<file path="src/sv/tbdc_pkg.sv">
// Shared types, codes and reset values for the two-button debounce and chord block.
// No dependencies; imported by every module of the block.
package tbdc_pkg;

	localparam int AGE_W   = 8;
	localparam int BOTH_W  = 16;
	localparam int CFG_W   = 16;

	localparam logic [AGE_W-1:0]  AGE_MAX  = {AGE_W{1'b1}};
	localparam logic [BOTH_W-1:0] BOTH_MAX = {BOTH_W{1'b1}};

	localparam logic [AGE_W-1:0]  DEBOUNCE_RST = 8'd6;
	localparam logic [BOTH_W-1:0] CHORD_RST    = 16'd600;
	localparam logic [BOTH_W-1:0] SETUP_RST    = 16'd2000;

	typedef enum logic [1:0] {
		CFG_DEBOUNCE = 2'd0,
		CFG_CHORD    = 2'd1,
		CFG_SETUP    = 2'd2,
		CFG_MODE     = 2'd3
	} cfg_idx_t;

	typedef enum logic [1:0] {
		SW_NONE = 2'd0,
		SW_PREV = 2'd1,
		SW_NEXT = 2'd2
	} switch_req_t;

	// Per-button status for the tick being processed, before any resync
	typedef struct packed {
		logic click;
		logic release_evt;
		logic down_pre;   // debounced pressed before any resync
	} btn_stat_t;

	// Events from the chord logic
	typedef struct packed {
		switch_req_t sw;
		logic        net;
		logic        leave;
		logic        enter;
		logic        resync;
	} chord_evt_t;

endpackage

</file>
<file path="src/sv/tbdc_debounce.sv">
// Debounce for one button: previous sample, level age and accepted level.
// Depends on tbdc_pkg.
module tbdc_debounce (
	input  logic                      clk,
	input  logic                      arst_n,
	input  logic                      step,
	input  logic                      raw,
	input  logic                      resync,
	input  logic [tbdc_pkg::AGE_W-1:0] debounce_ticks,
	output tbdc_pkg::btn_stat_t       stat,
	output logic                      down
);
	import tbdc_pkg::*;

	logic             prev_q, acc_q;
	logic [AGE_W-1:0] age_q;
	logic             prev_t, acc_t;
	logic [AGE_W-1:0] age_t, age_inc;
	logic             prev_n, acc_n;
	logic [AGE_W-1:0] age_n;

	always_comb begin
		age_inc = (age_q != AGE_MAX) ? age_q + 1'b1 : age_q;
		prev_t = prev_q;
		acc_t  = acc_q;
		age_t  = age_q;
		stat   = '0;
		if (raw != prev_q) begin
			prev_t = raw;
			age_t  = '0;
		end else begin
			age_t = age_inc;
			if (raw != acc_q && age_inc >= debounce_ticks) begin
				acc_t = raw;
				stat.click       = !raw;
				stat.release_evt = raw;
			end
		end
		stat.down_pre = !acc_t;
	end

	// resync: take the current sample as settled
	always_comb begin
		prev_n = resync ? raw : prev_t;
		acc_n  = resync ? raw : acc_t;
		age_n  = resync ? '0 : age_t;
		down   = !acc_n;
	end

	always_ff @(posedge clk or negedge arst_n) begin
		if (!arst_n) begin
			prev_q <= 1'b1;
			acc_q  <= 1'b1;
			age_q  <= '0;
		end else if (step) begin
			prev_q <= prev_n;
			acc_q  <= acc_n;
			age_q  <= age_n;
		end
	end

endmodule

</file>
<file path="src/sv/tbdc_chord.sv">
// Two-button session tracking: chord timing, setup entry/exit, switch requests.
// Depends on tbdc_pkg.
module tbdc_chord (
	input  logic                        clk,
	input  logic                        arst_n,
	input  logic                        step,
	input  tbdc_pkg::btn_stat_t         left,
	input  tbdc_pkg::btn_stat_t         right,
	input  logic                        in_setup,
	input  logic [tbdc_pkg::BOTH_W-1:0] chord_ticks,
	input  logic [tbdc_pkg::BOTH_W-1:0] setup_ticks,
	output tbdc_pkg::chord_evt_t        evt
);
	import tbdc_pkg::*;

	logic              seen_q, chord_q, setup_q, armed_q;
	logic [BOTH_W-1:0] both_age_q;
	logic              seen_n, chord_n, setup_n, armed_n;
	logic [BOTH_W-1:0] both_age_n;
	logic              armed_now, both_down, none_down;

	always_comb begin
		armed_now  = armed_q || !in_setup;
		both_down  = left.down_pre && right.down_pre;
		none_down  = !left.down_pre && !right.down_pre;
		seen_n     = seen_q;
		chord_n    = chord_q;
		setup_n    = setup_q;
		armed_n    = armed_q;
		both_age_n = (seen_q && both_age_q != BOTH_MAX) ? both_age_q + 1'b1 : both_age_q;
		evt        = '0;
		evt.sw     = SW_NONE;

		if (both_down) begin
			if (!seen_q) begin
				seen_n     = 1'b1;
				both_age_n = '0;
			end else if (!chord_q && armed_now && both_age_n >= chord_ticks) begin
				chord_n = 1'b1;
				evt.leave = in_setup;
				evt.net   = !in_setup;
			end else if (!setup_q && !in_setup && both_age_n >= setup_ticks) begin
				setup_n   = 1'b1;
				evt.enter = 1'b1;
			end
		end

		// single release switches disks; right wins a tie
		if ((left.release_evt || right.release_evt) && !seen_n && !in_setup) begin
			evt.sw     = right.release_evt ? SW_NEXT : SW_PREV;
			evt.resync = 1'b1;
		end

		// session end uses levels before resync
		if (none_down) begin
			seen_n  = 1'b0;
			chord_n = 1'b0;
			armed_n = 1'b1;
		end
	end

	always_ff @(posedge clk or negedge arst_n) begin
		if (!arst_n) begin
			seen_q     <= 1'b0;
			chord_q    <= 1'b0;
			setup_q    <= 1'b0;
			armed_q    <= 1'b0;
			both_age_q <= '0;
		end else if (step) begin
			seen_q     <= seen_n;
			chord_q    <= chord_n;
			setup_q    <= setup_n;
			armed_q    <= armed_n;
			both_age_q <= both_age_n;
		end
	end

endmodule

</file>
<file path="src/sv/two_button_debounce_chord.sv">
// Top level of the two-button debounce and chord block: input register,
// config registers, per-button debounce, chord logic and result register.
// Depends on tbdc_pkg, tbdc_debounce and tbdc_chord.
//
// Usage:
//   Input channel (in_valid/in_ready, raw_left, raw_right): one transaction is
//   one poll tick carrying raw active-low button levels.
//   Output channel (out_valid/out_ready): one result transaction per input
//   transaction, in order: clicks, switch request, chord events, debounced
//   levels.
//   Config port (cfg_we, cfg_index, cfg_data): write only while idle.
//   Path: a tick accepted into the input register has its result loaded into
//   the output register when the input register advances, which waits while
//   a stalled result is held.
//   Throughput: one tick per cycle while results are not stalled; the button
//   state updates when the input register hands its tick to the output
//   register, so every tick sees the state left by the one before.
//   Stall: while out_ready is low the result is held; the input register still
//   takes one more transaction, then in_ready drops until the result moves.
//   Reset: both buttons assumed released, all counters and session flags
//   cleared, registers at their defaults (6, 600, 2000, normal mode).
module two_button_debounce_chord (
	input  logic                        clk,
	input  logic                        arst_n,
	input  logic                        in_valid,
	output logic                        in_ready,
	input  logic                        raw_left,
	input  logic                        raw_right,
	output logic                        out_valid,
	input  logic                        out_ready,
	output logic                        click_left,
	output logic                        click_right,
	output logic [1:0]                  switch_request,
	output logic                        show_network,
	output logic                        leave_setup,
	output logic                        enter_setup,
	output logic                        left_down,
	output logic                        right_down,
	input  logic                        cfg_we,
	input  logic [1:0]                  cfg_index,
	input  logic [tbdc_pkg::CFG_W-1:0]  cfg_data
);
	import tbdc_pkg::*;

	// config registers
	logic [AGE_W-1:0]  debounce_q;
	logic [BOTH_W-1:0] chord_ticks_q;
	logic [BOTH_W-1:0] setup_ticks_q;
	logic              setup_on_q;

	// input stage
	logic valid_s1, raw_left_s1, raw_right_s1;
	logic advance;

	btn_stat_t  left_stat, right_stat;
	logic       left_down_n, right_down_n;
	chord_evt_t evt;

	// advance the input stage when the output register is free or draining
	assign advance  = valid_s1 && (!out_valid || out_ready);
	assign in_ready = !valid_s1 || advance;

	always_ff @(posedge clk or negedge arst_n) begin
		if (!arst_n) begin
			debounce_q    <= DEBOUNCE_RST;
			chord_ticks_q <= CHORD_RST;
			setup_ticks_q <= SETUP_RST;
			setup_on_q    <= 1'b0;
		end else if (cfg_we) begin
			unique case (cfg_idx_t'(cfg_index))
				CFG_DEBOUNCE: debounce_q    <= cfg_data[AGE_W-1:0];
				CFG_CHORD:    chord_ticks_q <= cfg_data[BOTH_W-1:0];
				CFG_SETUP:    setup_ticks_q <= cfg_data[BOTH_W-1:0];
				CFG_MODE:     setup_on_q    <= cfg_data[0];
				default:      ;
			endcase
		end
	end

	always_ff @(posedge clk or negedge arst_n) begin
		if (!arst_n) begin
			valid_s1 <= 1'b0;
		end else if (in_ready) begin
			valid_s1 <= in_valid;
		end
	end

	// payload: hold unless a new transaction arrives
	always_ff @(posedge clk) begin
		if (in_valid && in_ready) begin
			raw_left_s1  <= raw_left;
			raw_right_s1 <= raw_right;
		end
	end

	tbdc_debounce u_left (
		.clk            (clk),
		.arst_n         (arst_n),
		.step           (advance),
		.raw            (raw_left_s1),
		.resync         (evt.resync),
		.debounce_ticks (debounce_q),
		.stat           (left_stat),
		.down           (left_down_n)
	);

	tbdc_debounce u_right (
		.clk            (clk),
		.arst_n         (arst_n),
		.step           (advance),
		.raw            (raw_right_s1),
		.resync         (evt.resync),
		.debounce_ticks (debounce_q),
		.stat           (right_stat),
		.down           (right_down_n)
	);

	tbdc_chord u_chord (
		.clk         (clk),
		.arst_n      (arst_n),
		.step        (advance),
		.left        (left_stat),
		.right       (right_stat),
		.in_setup    (setup_on_q),
		.chord_ticks (chord_ticks_q),
		.setup_ticks (setup_ticks_q),
		.evt         (evt)
	);

	// result register
	always_ff @(posedge clk or negedge arst_n) begin
		if (!arst_n) begin
			out_valid <= 1'b0;
		end else if (advance) begin
			out_valid <= 1'b1;
		end else if (out_ready) begin
			out_valid <= 1'b0;
		end
	end

	always_ff @(posedge clk) begin
		if (advance) begin
			click_left     <= left_stat.click;
			click_right    <= right_stat.click;
			switch_request <= evt.sw;
			show_network   <= evt.net;
			leave_setup    <= evt.leave;
			enter_setup    <= evt.enter;
			left_down      <= left_down_n;
			right_down     <= right_down_n;
		end
	end

	// input stage only blocks when it holds a tick behind a stalled result
	a_ready_stall: assert property (@(posedge clk) disable iff (!arst_n)
		!in_ready |-> (valid_s1 && out_valid && !out_ready))
		else $error("in_ready low without a stalled result");

	// a switch request never comes out of a chord session
	a_sw_no_chord: assert property (@(posedge clk) disable iff (!arst_n)
		(out_valid && switch_request != SW_NONE) |->
		(!show_network && !leave_setup && !enter_setup))
		else $error("switch request with chord event");

	// a left click leaves the left button down
	a_click_down: assert property (@(posedge clk) disable iff (!arst_n)
		(out_valid && click_left) |-> left_down)
		else $error("left click without left down");

	// show_network and leave_setup are exclusive per tick
	a_net_leave: assert property (@(posedge clk) disable iff (!arst_n)
		out_valid |-> !(show_network && leave_setup))
		else $error("show_network and leave_setup together");

	a_sw_code: assert property (@(posedge clk) disable iff (!arst_n)
		out_valid |-> (switch_request == SW_NONE || switch_request == SW_PREV ||
		               switch_request == SW_NEXT))
		else $error("invalid switch request code");

endmodule

</file>
<file path="config.mk">
export PLATFORM = sky130hd
export DESIGN_NAME = two_button_debounce_chord
export DESIGN_NICKNAME = d
export VERILOG_FILES = /design/src/sv/tbdc_pkg.sv /design/src/sv/tbdc_debounce.sv /design/src/sv/tbdc_chord.sv /design/src/sv/two_button_debounce_chord.sv
export SDC_FILE = /design/constraint.sdc
export NUM_CORES = 1
export LEC_CHECK = 0
export BUFFER_PORTS_ARGS = -buffer_cell sky130_fd_sc_hd__buf_2
export CORE_ASPECT_RATIO = 1.25
export CORE_MARGIN = 5
export CORE_UTILIZATION = 45
export CTS_BUF_LIST = sky130_fd_sc_hd__clkbuf_16
export DETAILED_ROUTE_END_ITERATION = 7
export PLACE_DENSITY = 0.7
export RECOVER_POWER = 50
export SKIP_LAST_GASP = 1
export SYNTH_ARGS = -nofsm -noshare
export SYNTH_HDL_FRONTEND = slang
export SYNTH_HIERARCHICAL = 1
export SYNTH_SLANG_ARGS = --single-unit
</file>
<file path="constraint.sdc">
create_clock -name clk -period 5 [get_ports clk]
set_clock_uncertainty 0.1 [all_clocks]
set_input_delay 0.25 -clock clk [delete_from_list [all_inputs] [get_ports clk]]
set_output_delay 0.25 -clock clk [all_outputs]
set_load 0.02 [all_outputs]
</file>
# After elaboration in Yosys (flattened, before gate mapping)
# Index checks and enable logic that the tools add are counted.
# op_classes
addsub	3
order_cmp	4
eq_ne	10
n_mux	34
bitwise_logic	5
n_reduce_logical	49
# ops
cell	count
16-bit two-way mux	3
8-bit two-way mux	6
16-bit >= comparator	2
1-bit two-way mux	24
16-bit by 1-bit adder with 16-bit output, second input constant	1
8-bit by 1-bit adder with 8-bit output, second input constant	2
8-bit >= comparator	2
16-bit inequality test, second input constant	1
8-bit inequality test, second input constant	2
2-bit AND reduction	7
1-bit logical AND	13
1-bit logical NOT	12
2-bit nonzero test	6
1-bit inverter	5
5-bit AND reduction	1
2-bit equality test, second input constant	2
1-bit logical OR	4
1-bit inequality test	4
4-bit AND reduction	1
2-bit OR reduction	2
3-bit AND reduction	1
3-bit OR reduction	1
2-bit by 1-bit equality test with 1-bit output, second input constant	1
2-bit logical NOT	1
2-bit two-way mux	1
# word_totals
ff_bits	94
input_bits	25
out_inout_bits	11
word_cells	132

# Longest topological paths before layout
# Gate-level depths: netlist (run 1).
# depth
depth_word	15
mapped_depth	19
ltp_nobuf	18

# Hierarchy
# The synthesis (run 1) kept the hierarchy.
# by_module_without_submodules
module	instances	cells_per_inst	area_each_um2
tbdc_chord	1	268	2198.4
two_button_debounce_chord	1	107	1989.4
tbdc_debounce	2	107	955.9

# Worst setup path before layout (run 1)
# No wires, ideal clock.
# synth_timing
kind	reg-to-reg
startpoint	reg u_left.age_q[0]
endpoint	reg u_left.age_q[1]
arrival_time_ns	4.392
t_required_ns	4.778
path_slack_ns	0.386
stages_incl_launch_ff	17
n_path_buf	1
path_cell_list	dfrtp_1 ha_1 and3_1 buf_4 nand3_4 nand2_1 xnor2_1 ha_1 a211oi_2 o21ai_2 a211oi_4 a211oi_2 ha_1 nor4_1 nand3b_1 o21ai_0 a32o_1
# synth_lines
element	line_no	rtl
start: declaration	tbdc_debounce.sv:16	logic [AGE_W-1:0] age_q;
start signal: assignment	tbdc_debounce.sv:58	age_q <= age_n;

==> summary.txt, run 1 <==
Buffer depth of the longest clock path = 2
Post-DRT Antenna Nets = 0
Root Buffer = clkbuf_16
FF-to-FF setup slack = 0.48 ns
CTS buffer count = 9
Share of cells above drive strength 1 = 23.84%
Setup tns final = 0 ns
Maximum level of the CTS H-tree = 3
Yosys warning count = 6
Post-synthesis net count = 667
Simple-gate share of the synthesized area = 15.16%
Synth Flop Type = dfrtp_1
Worst Setup SP = u_right/age_q[0]$_DFFE_PN0P_
DRT iter0 DRCs = 384
Status = finished, violations left
LEAKAGE = 0.003027 uW
Worst vdd ir = 0.0001712 V
Chip width = 114.1 um
Initial antenna violation count = 0
#FFs+latches synth = 94
Final count of negative-setup-slack endpoints = 0
Vias per inst = 5.668
CP Class = flop to flop
Hold WS = 0.02242 ns
Design Area, Final = 0.006654 mm^2
Final worst slack = 0.4793 ns
Total track usage = 16.95%
DIE HEIGHT = 140.2 um
Setup bufs post-CTS = 0
F_max = 221.2 MHz
Avg Synthesized Cell Area = 10.36 um^2
Failing checks = capacitance limit, slew limit
Multi-input logic area = 0.003317 mm^2
Compound-Gate Fraction of Synth Area = 15.73%
Req. time, crit path = 5.16 ns
Setup crit end kind = flop
Vias in the first global route = 4499
Main area contributors after synthesis = dfrtp_1, ha_1, mux2_2
Cell variety after synth = 69
Hold Path Class = input pin to flop
Initial DRT Pass Iterations = 5
Max Cap Violations = 1
# diodes = 0
Total routed wirelength = 13.25 mm
Register area share after synthesis = 39.79%
Largest net degree at the start of global routing = 84
Pre-CTS setup slack = 0.5318 ns
Die ar. = 0.01600 mm^2
Area Overhead vs Synth = 9.087%
FP Rows = 47
Worst-Margin Slew = 2.079 ns
Total length of routed met3 wires = 589 um
Sink Count = 94
NumNets Final = 698
Cell count after synthesis = 589
DR WL met2 = 6.698 mm
GRT Residual Overflow = 0
PortBufs = 35
Top fanout value on the critical path = 8
Final total power = 2023 uW
RSZ-0062 raised after global routing = no
Fin crit period = 4.521 ns
Post-synth top area share = 27.49%
Slew margin rel. = -38.60%
Starting Density = 45.90%
Main combinational cell family by area after synthesis = compound AO/OA/AOI/OAI gates
Fin. Hold Viols = 0
R2R cell count = 18
Power Density = 304.0 mW/mm^2
Worst skew pair latency = 0.34 ns
M1 WL = 5.425 mm
CP Launch Type = flop
Register area = 0.002427 mm^2
Hold path depth = 2
XOR/XNOR Fraction of Synth Area = 3.836%
# fillers = 1223
Wirelength per Cell = 16.65 um
Fin crit share = 90.41%
# IOs = 36
EDFF count, synth = 11
Synthesized area = 0.006100 mm^2
Yosys top cell by area = dfrtp_1
Placeable Area = 0.01329 mm^2
DRC = 0
Top routing layer in use = met4
RR Startpoint = u_right/age_q[0]$_DFFE_PN0P_
Routability cong. = 0.9158
WP data arrival = 4.68 ns
Worst-path clk slew = 0.07 ns
Adder-cell share of the synthesized area = 10.87%
First-pass GRT wire length = 21.69 mm
Pins Over Slew Limit = 84
Leading cell types by count after synthesis = dfrtp_1, inv_1, ha_1
Vias = 4512
Mux share of post-synthesis cell area = 8.862%
CTS tree = done
Dpl hpwl = 10.01 mm
Top-count cell post-synth = dfrtp_1
Placed Area = 0.006384 mm^2
Post-synth ARST share = 88.30%
==> where the power goes <==
part	switching [uW]	internal (uW)
combinational	246	207
sequential	71.3	878
clock	288	333
==> per-stage QoR <==
step / utilization (%) / instances
floorplan: - / 589
global placement: 48.03 / 778
detailed placement: 48.03 / 778
CTS: 50.19 / 796
global route: 50.07 / 796
finish: 50.07 / 796
==> critical path: stages, from the launching register on <==
cell and delay, ns:
dfrtp_1 0.43, ha_1 0.23, and3_1 0.41, nand3_4 0.18, nand2_1 0.14, xnor2_1 0.13
ha_1 0.27, a211oi_2 0.24, o21ai_2 0.10, a211oi_4 0.39, a211oi_2 0.16, ha_1 0.27
nor4_2 0.64, buf_4 0.28, nor2b_1 0.07, nand2_1 0.09, nand2_1 0.07, a31oi_1 0.15
o211ai_1 0.11
==> cells in the final DEF (no fill, tap or decap), types with 15 or more instances in the layout <==
cell type,instances
dfrtp_1,67
inv_1,56
ha_1,53
nand2_1,52
mux2_2,48
buf_2,32
a21oi_1,28
nor2_1,22
dfstp_2,16
o21ai_0,15
==> layer usage <==
| layer | up-vias | track usage [%] |
|---|---|---|
| li1 | 2172 | - |
| met1 | 2167 | 20.20 |
| met2 | 133 | 29.15 |
| met3 | 40 | 2.330 |
| met4 | 0 | 9.318 |
| met5 | - | 0 |
==> sequential cells by signal, summed over array words and instances, names as in the netlist, 2 cells and up, named ones only <==
signal / count
u_right/age_q: 8
debounce_q: 8
u_chord/both_age_q: 16
setup_ticks_q: 16
chord_ticks_q: 16
u_left/age_q: 8
switch_request: 2
==> area by class of cell <==
class,instances,share of cell area [%]
well taps,171,3.215
clock buffers,9,3.385
flip-flops and latches,94,36.48
repair buffers,40,3.234
multi-input cells,418,49.85
clock inverters,7,0.6205
inverters,57,3.215
==> cells by family (layout without fill, tap and decap cells) <==
| group | after synthesis | after routing |
|---|---|---|
| AO/OA/AOI/OAI | 130 | 130 |
| XOR/XNOR | 25 | 25 |
| adder cells (fa/ha/maj) | 53 | 53 |
| buffers and inverters | 77 | 113 |
| flip-flops | 94 | 94 |
| multiplexers | 48 | 48 |
| AND/OR/NAND/NOR | 162 | 162 |
==> how the worst min path moves through the flow <==
stage,start,endpoint,slack [ns]
after CTS,in_valid,valid_s1$_DFFE_PN0P_,0.009
after detailed placement,raw_right,raw_right_s1$_DFFE_PP_,0.33
after global routing,in_valid,valid_s1$_DFFE_PN0P_,0.02
after floorplan,arst_n,chord_ticks_q[0]$_DFFE_PN0P_,-0.15
after global placement,raw_left,raw_left_s1$_DFFE_PP_,0.33
final,in_valid,valid_s1$_DFFE_PN0P_,0.02
==> timing repair <==
item / CTS / global route
endpoints found under the hold margin: 2 / 0
gates resized for setup: 0 / 0
hold buffers: 2 / 0
Note: power is estimated with default switching activity, not from simulation.
==> run 2, diff against run 1 <==
--- a/config.mk
+++ b/config.mk
@@ -8,7 +8,7 @@
 export BUFFER_PORTS_ARGS = -buffer_cell sky130_fd_sc_hd__buf_2
 export CORE_ASPECT_RATIO = 1.25
 export CORE_MARGIN = 5
-export CORE_UTILIZATION = 45
+export CORE_UTILIZATION = 43
 export CTS_BUF_LIST = sky130_fd_sc_hd__clkbuf_16
 export DETAILED_ROUTE_END_ITERATION = 7
 export PLACE_DENSITY = 0.7
==> constraint.sdc (replaced) <==
create_clock -name clk -period 4.05 [get_ports clk]
set_clock_uncertainty 0.1 [all_clocks]
set_input_delay 0.2025 -clock clk [delete_from_list [all_inputs] [get_ports clk]]
set_output_delay 0.2025 -clock clk [all_outputs]
set_load 0.02 [all_outputs]
==> summary.txt, run 2 (same netlist as run 1, synthesis figures left out) <==
DRC = 0 (unchanged)
Post-DRT Antenna Nets = 0 (unchanged)
Top fanout value on the critical path = 8 (unchanged)
CTS tree = done
Worst skew pair latency = 0.35 ns (about the same)
Dpl cells = 794 (+2.1%)
WP data arrival = 4.06 ns (-0.62 ns)
Sink Count = 94 (unchanged)
F_max = 258.1 MHz (+17%)
Routability cong. = 0.8516 (-7.0%)
Chip width = 116.5 um (+2.1%)
FP Rows = 48 (+2.1%)
Most common cell after layout, fill and taps aside = dfrtp_1
Status = finished, violations left
Area Overhead vs Synth = 14.17%
Slew margin rel. = -38.54% (+0.064 points)
Share of cells above drive strength 1 = 24.42% (+0.58 points)
Placed Area = 0.006487 mm^2 (+1.6%)
Largest delay share family, worst path = simple AND/OR/NAND/NOR gates
Worst-path clk slew = 0.07 ns (about the same)
Maximum level of the CTS H-tree = 3 (unchanged)
Power Density = 375.1 mW/mm^2 (+23%)
CP Launch Type = flop
Fin crit period = 3.874 ns (-0.6464 ns)
Die ar. = 0.01668 mm^2 (+4.3%)
Buffer depth of the longest clock path = 2 (unchanged)
Pre-CTS setup slack = -0.1128 ns (-0.6446 ns)
Total track usage = 17.57% (+0.62 points)
Vias = 4606 (+2.1%)
# IOs = 36 (unchanged)
Pins Over Slew Limit = 84 (unchanged)
LEAKAGE = 0.003126 uW (+3.3%)
# diodes = 0 (unchanged)
Vias per inst = 5.576 (-1.6%)
Worst-Margin Slew = 2.078 ns (-0.0009548 ns)
First-pass GRT wire length = 22.92 mm (+5.7%)
Failing checks = capacitance limit, slew limit
Fin crit share = 95.66% (+5.2 points)
CP max stage cell = dfrtp_1
DRT iter0 DRCs = 284 (-26%)
Worst-path cell chain = ha_2 -> and3_4 -> nand3_4 -> nand2_2 -> xnor2_1 -> ha_1 -> a211oi_2 -> o21ai_2 -> a211oi_4 -> nor2_2 -> a211oi_4 -> ha_4 -> nor4_4 -> buf_4 -> nor3b_4 -> buf_4 -> a21oi_1 -> nor2_1
NumNets Final = 724 (+3.7%)
Vias in the first global route = 4674 (+3.9%)
Worst vdd ir = 0.0002188 V (+28%)
Fin. Hold Viols = 0 (unchanged)
GRT Residual Overflow = 0 (unchanged)
Placeable Area = 0.01387 mm^2 (+4.4%)
Total routed wirelength = 14.04 mm (+5.9%)
Starting Density = 43.97% (-1.9 points)
Largest stage delay on the critical path = 0.38 ns (-0.26 ns)
PortBufs = 35 (unchanged)
Biggest regs = chord_ticks_q (16), setup_ticks_q (16), u_chord/both_age_q (16)
Wirelength per Cell = 16.99 um (+2.1%)
Final worst slack = 0.1757 ns (-0.3036 ns)
CP Buf/Inv Count = 2 (+1)
Fin cells = 826 (+3.8%)
Max Cap Violations = 1 (unchanged)
Setup crit end kind = flop
Hold Path Class = input pin to flop
DIE HEIGHT = 143.2 um (+2.1%)
Req. time, crit path = 4.24 ns (-0.92 ns)
Final count of negative-setup-slack endpoints = 0 (unchanged)
Initial antenna violation count = 0 (unchanged)
Initial DRT Pass Iterations = 5 (unchanged)
Final total power = 2612 uW (+29%)
Design Area, Final = 0.006964 mm^2 (+4.7%)
Commonest non-fill, non-tap cells in the layout = dfrtp_1, inv_1, nand2_1, ha_1, mux2_2
CTS buffer count = 9 (unchanged)
Root Buffer = clkbuf_16
Largest net degree at the start of global routing = 84 (unchanged)
CP Class = flop to flop
Dpl hpwl = 10.26 mm (+2.5%)
==> run 2: cell count changes in the layout (fill, tap and decap cells not counted), sizes merged <==
cell / delta
clkinv: -2
buf: +5
clkinvlp: -2
inv: +3
dlygate4sd3: +10
clkbuf: +12
==> run 2: layer usage <==
layer / global-route usage, % / vias to the layer above / routed length (um)
li1: - / 2214 / -
met1: 20.70 / 2274 / 5845
met2: 31.83 / 99 / 7406
met3: 2.967 / 19 / 527
met4: 6.109 / 0 / 256
met5: 0 / - / 0
==> run 2: timing repair <==
item / in CTS / in global routing
hold buffers: 12 / 0
gates resized for setup: 2 / 13
setup buffers: 1 / 3
pin swaps: 1 / 5
hold endpoints to repair: 69 / 0
gates cloned: 0 / 0
endpoints found under the setup margin: 19 / 32
==> run 2: report_power, final <==
group	switching, uW	leakage [uW]	internal, uW
Sequential	84.3	0.00113	1080
Combinational	327	0.00184	291
Clock	375	0.000150	451
==> run 2: path summary, 6_finish.rpt <==
check	start	end	slack, ns	cells after the start
max	u_left/age_q[1]$_DFFE_PN0P_	u_left/age_q[4]$_DFFE_PN0P_	0.18	18
min	cfg_data[3]	chord_ticks_q[3]$_DFFE_PN1P_	0.02	2
max reg2reg	u_left/age_q[1]$_DFFE_PN0P_	u_left/age_q[4]$_DFFE_PN0P_	0.18	18
min reg2reg	u_chord/setup_q$_DFFE_PN0P_	u_chord/setup_q$_DFFE_PN0P_	0.36	2
max in group asynchronous	arst_n	valid_s1$_DFFE_PN0P_	1.74	2
min in group asynchronous	arst_n	u_left/age_q[7]$_DFFE_PN0P_	0.88	2
==> run 2: cell type report <==
class,count,area (um^2)
clock buffers,10,250.2
clock inverters,6,35.03
fillers,1261,6909
inverters,57,214.0
multi-input cells,418,3385
flip-flops and latches,94,2427
well taps,175,219.0
repair buffers,66,434.2
==> run 2: stage by stage <==
stage / hold WS, ns / setup TNS, ns / util (%)
2_1_floorplan: -0.1931 / 0 / -
3_3_place_gp: 0.2800 / 0 / 46.76
3_5_place_dp: 0.2840 / -0.6194 / 46.76
4_1_cts: 0.01343 / 0 / 49.86
5_1_grt: 0.02831 / -0.02616 / 50.20
6_report: 0.01992 / 0 / 50.20
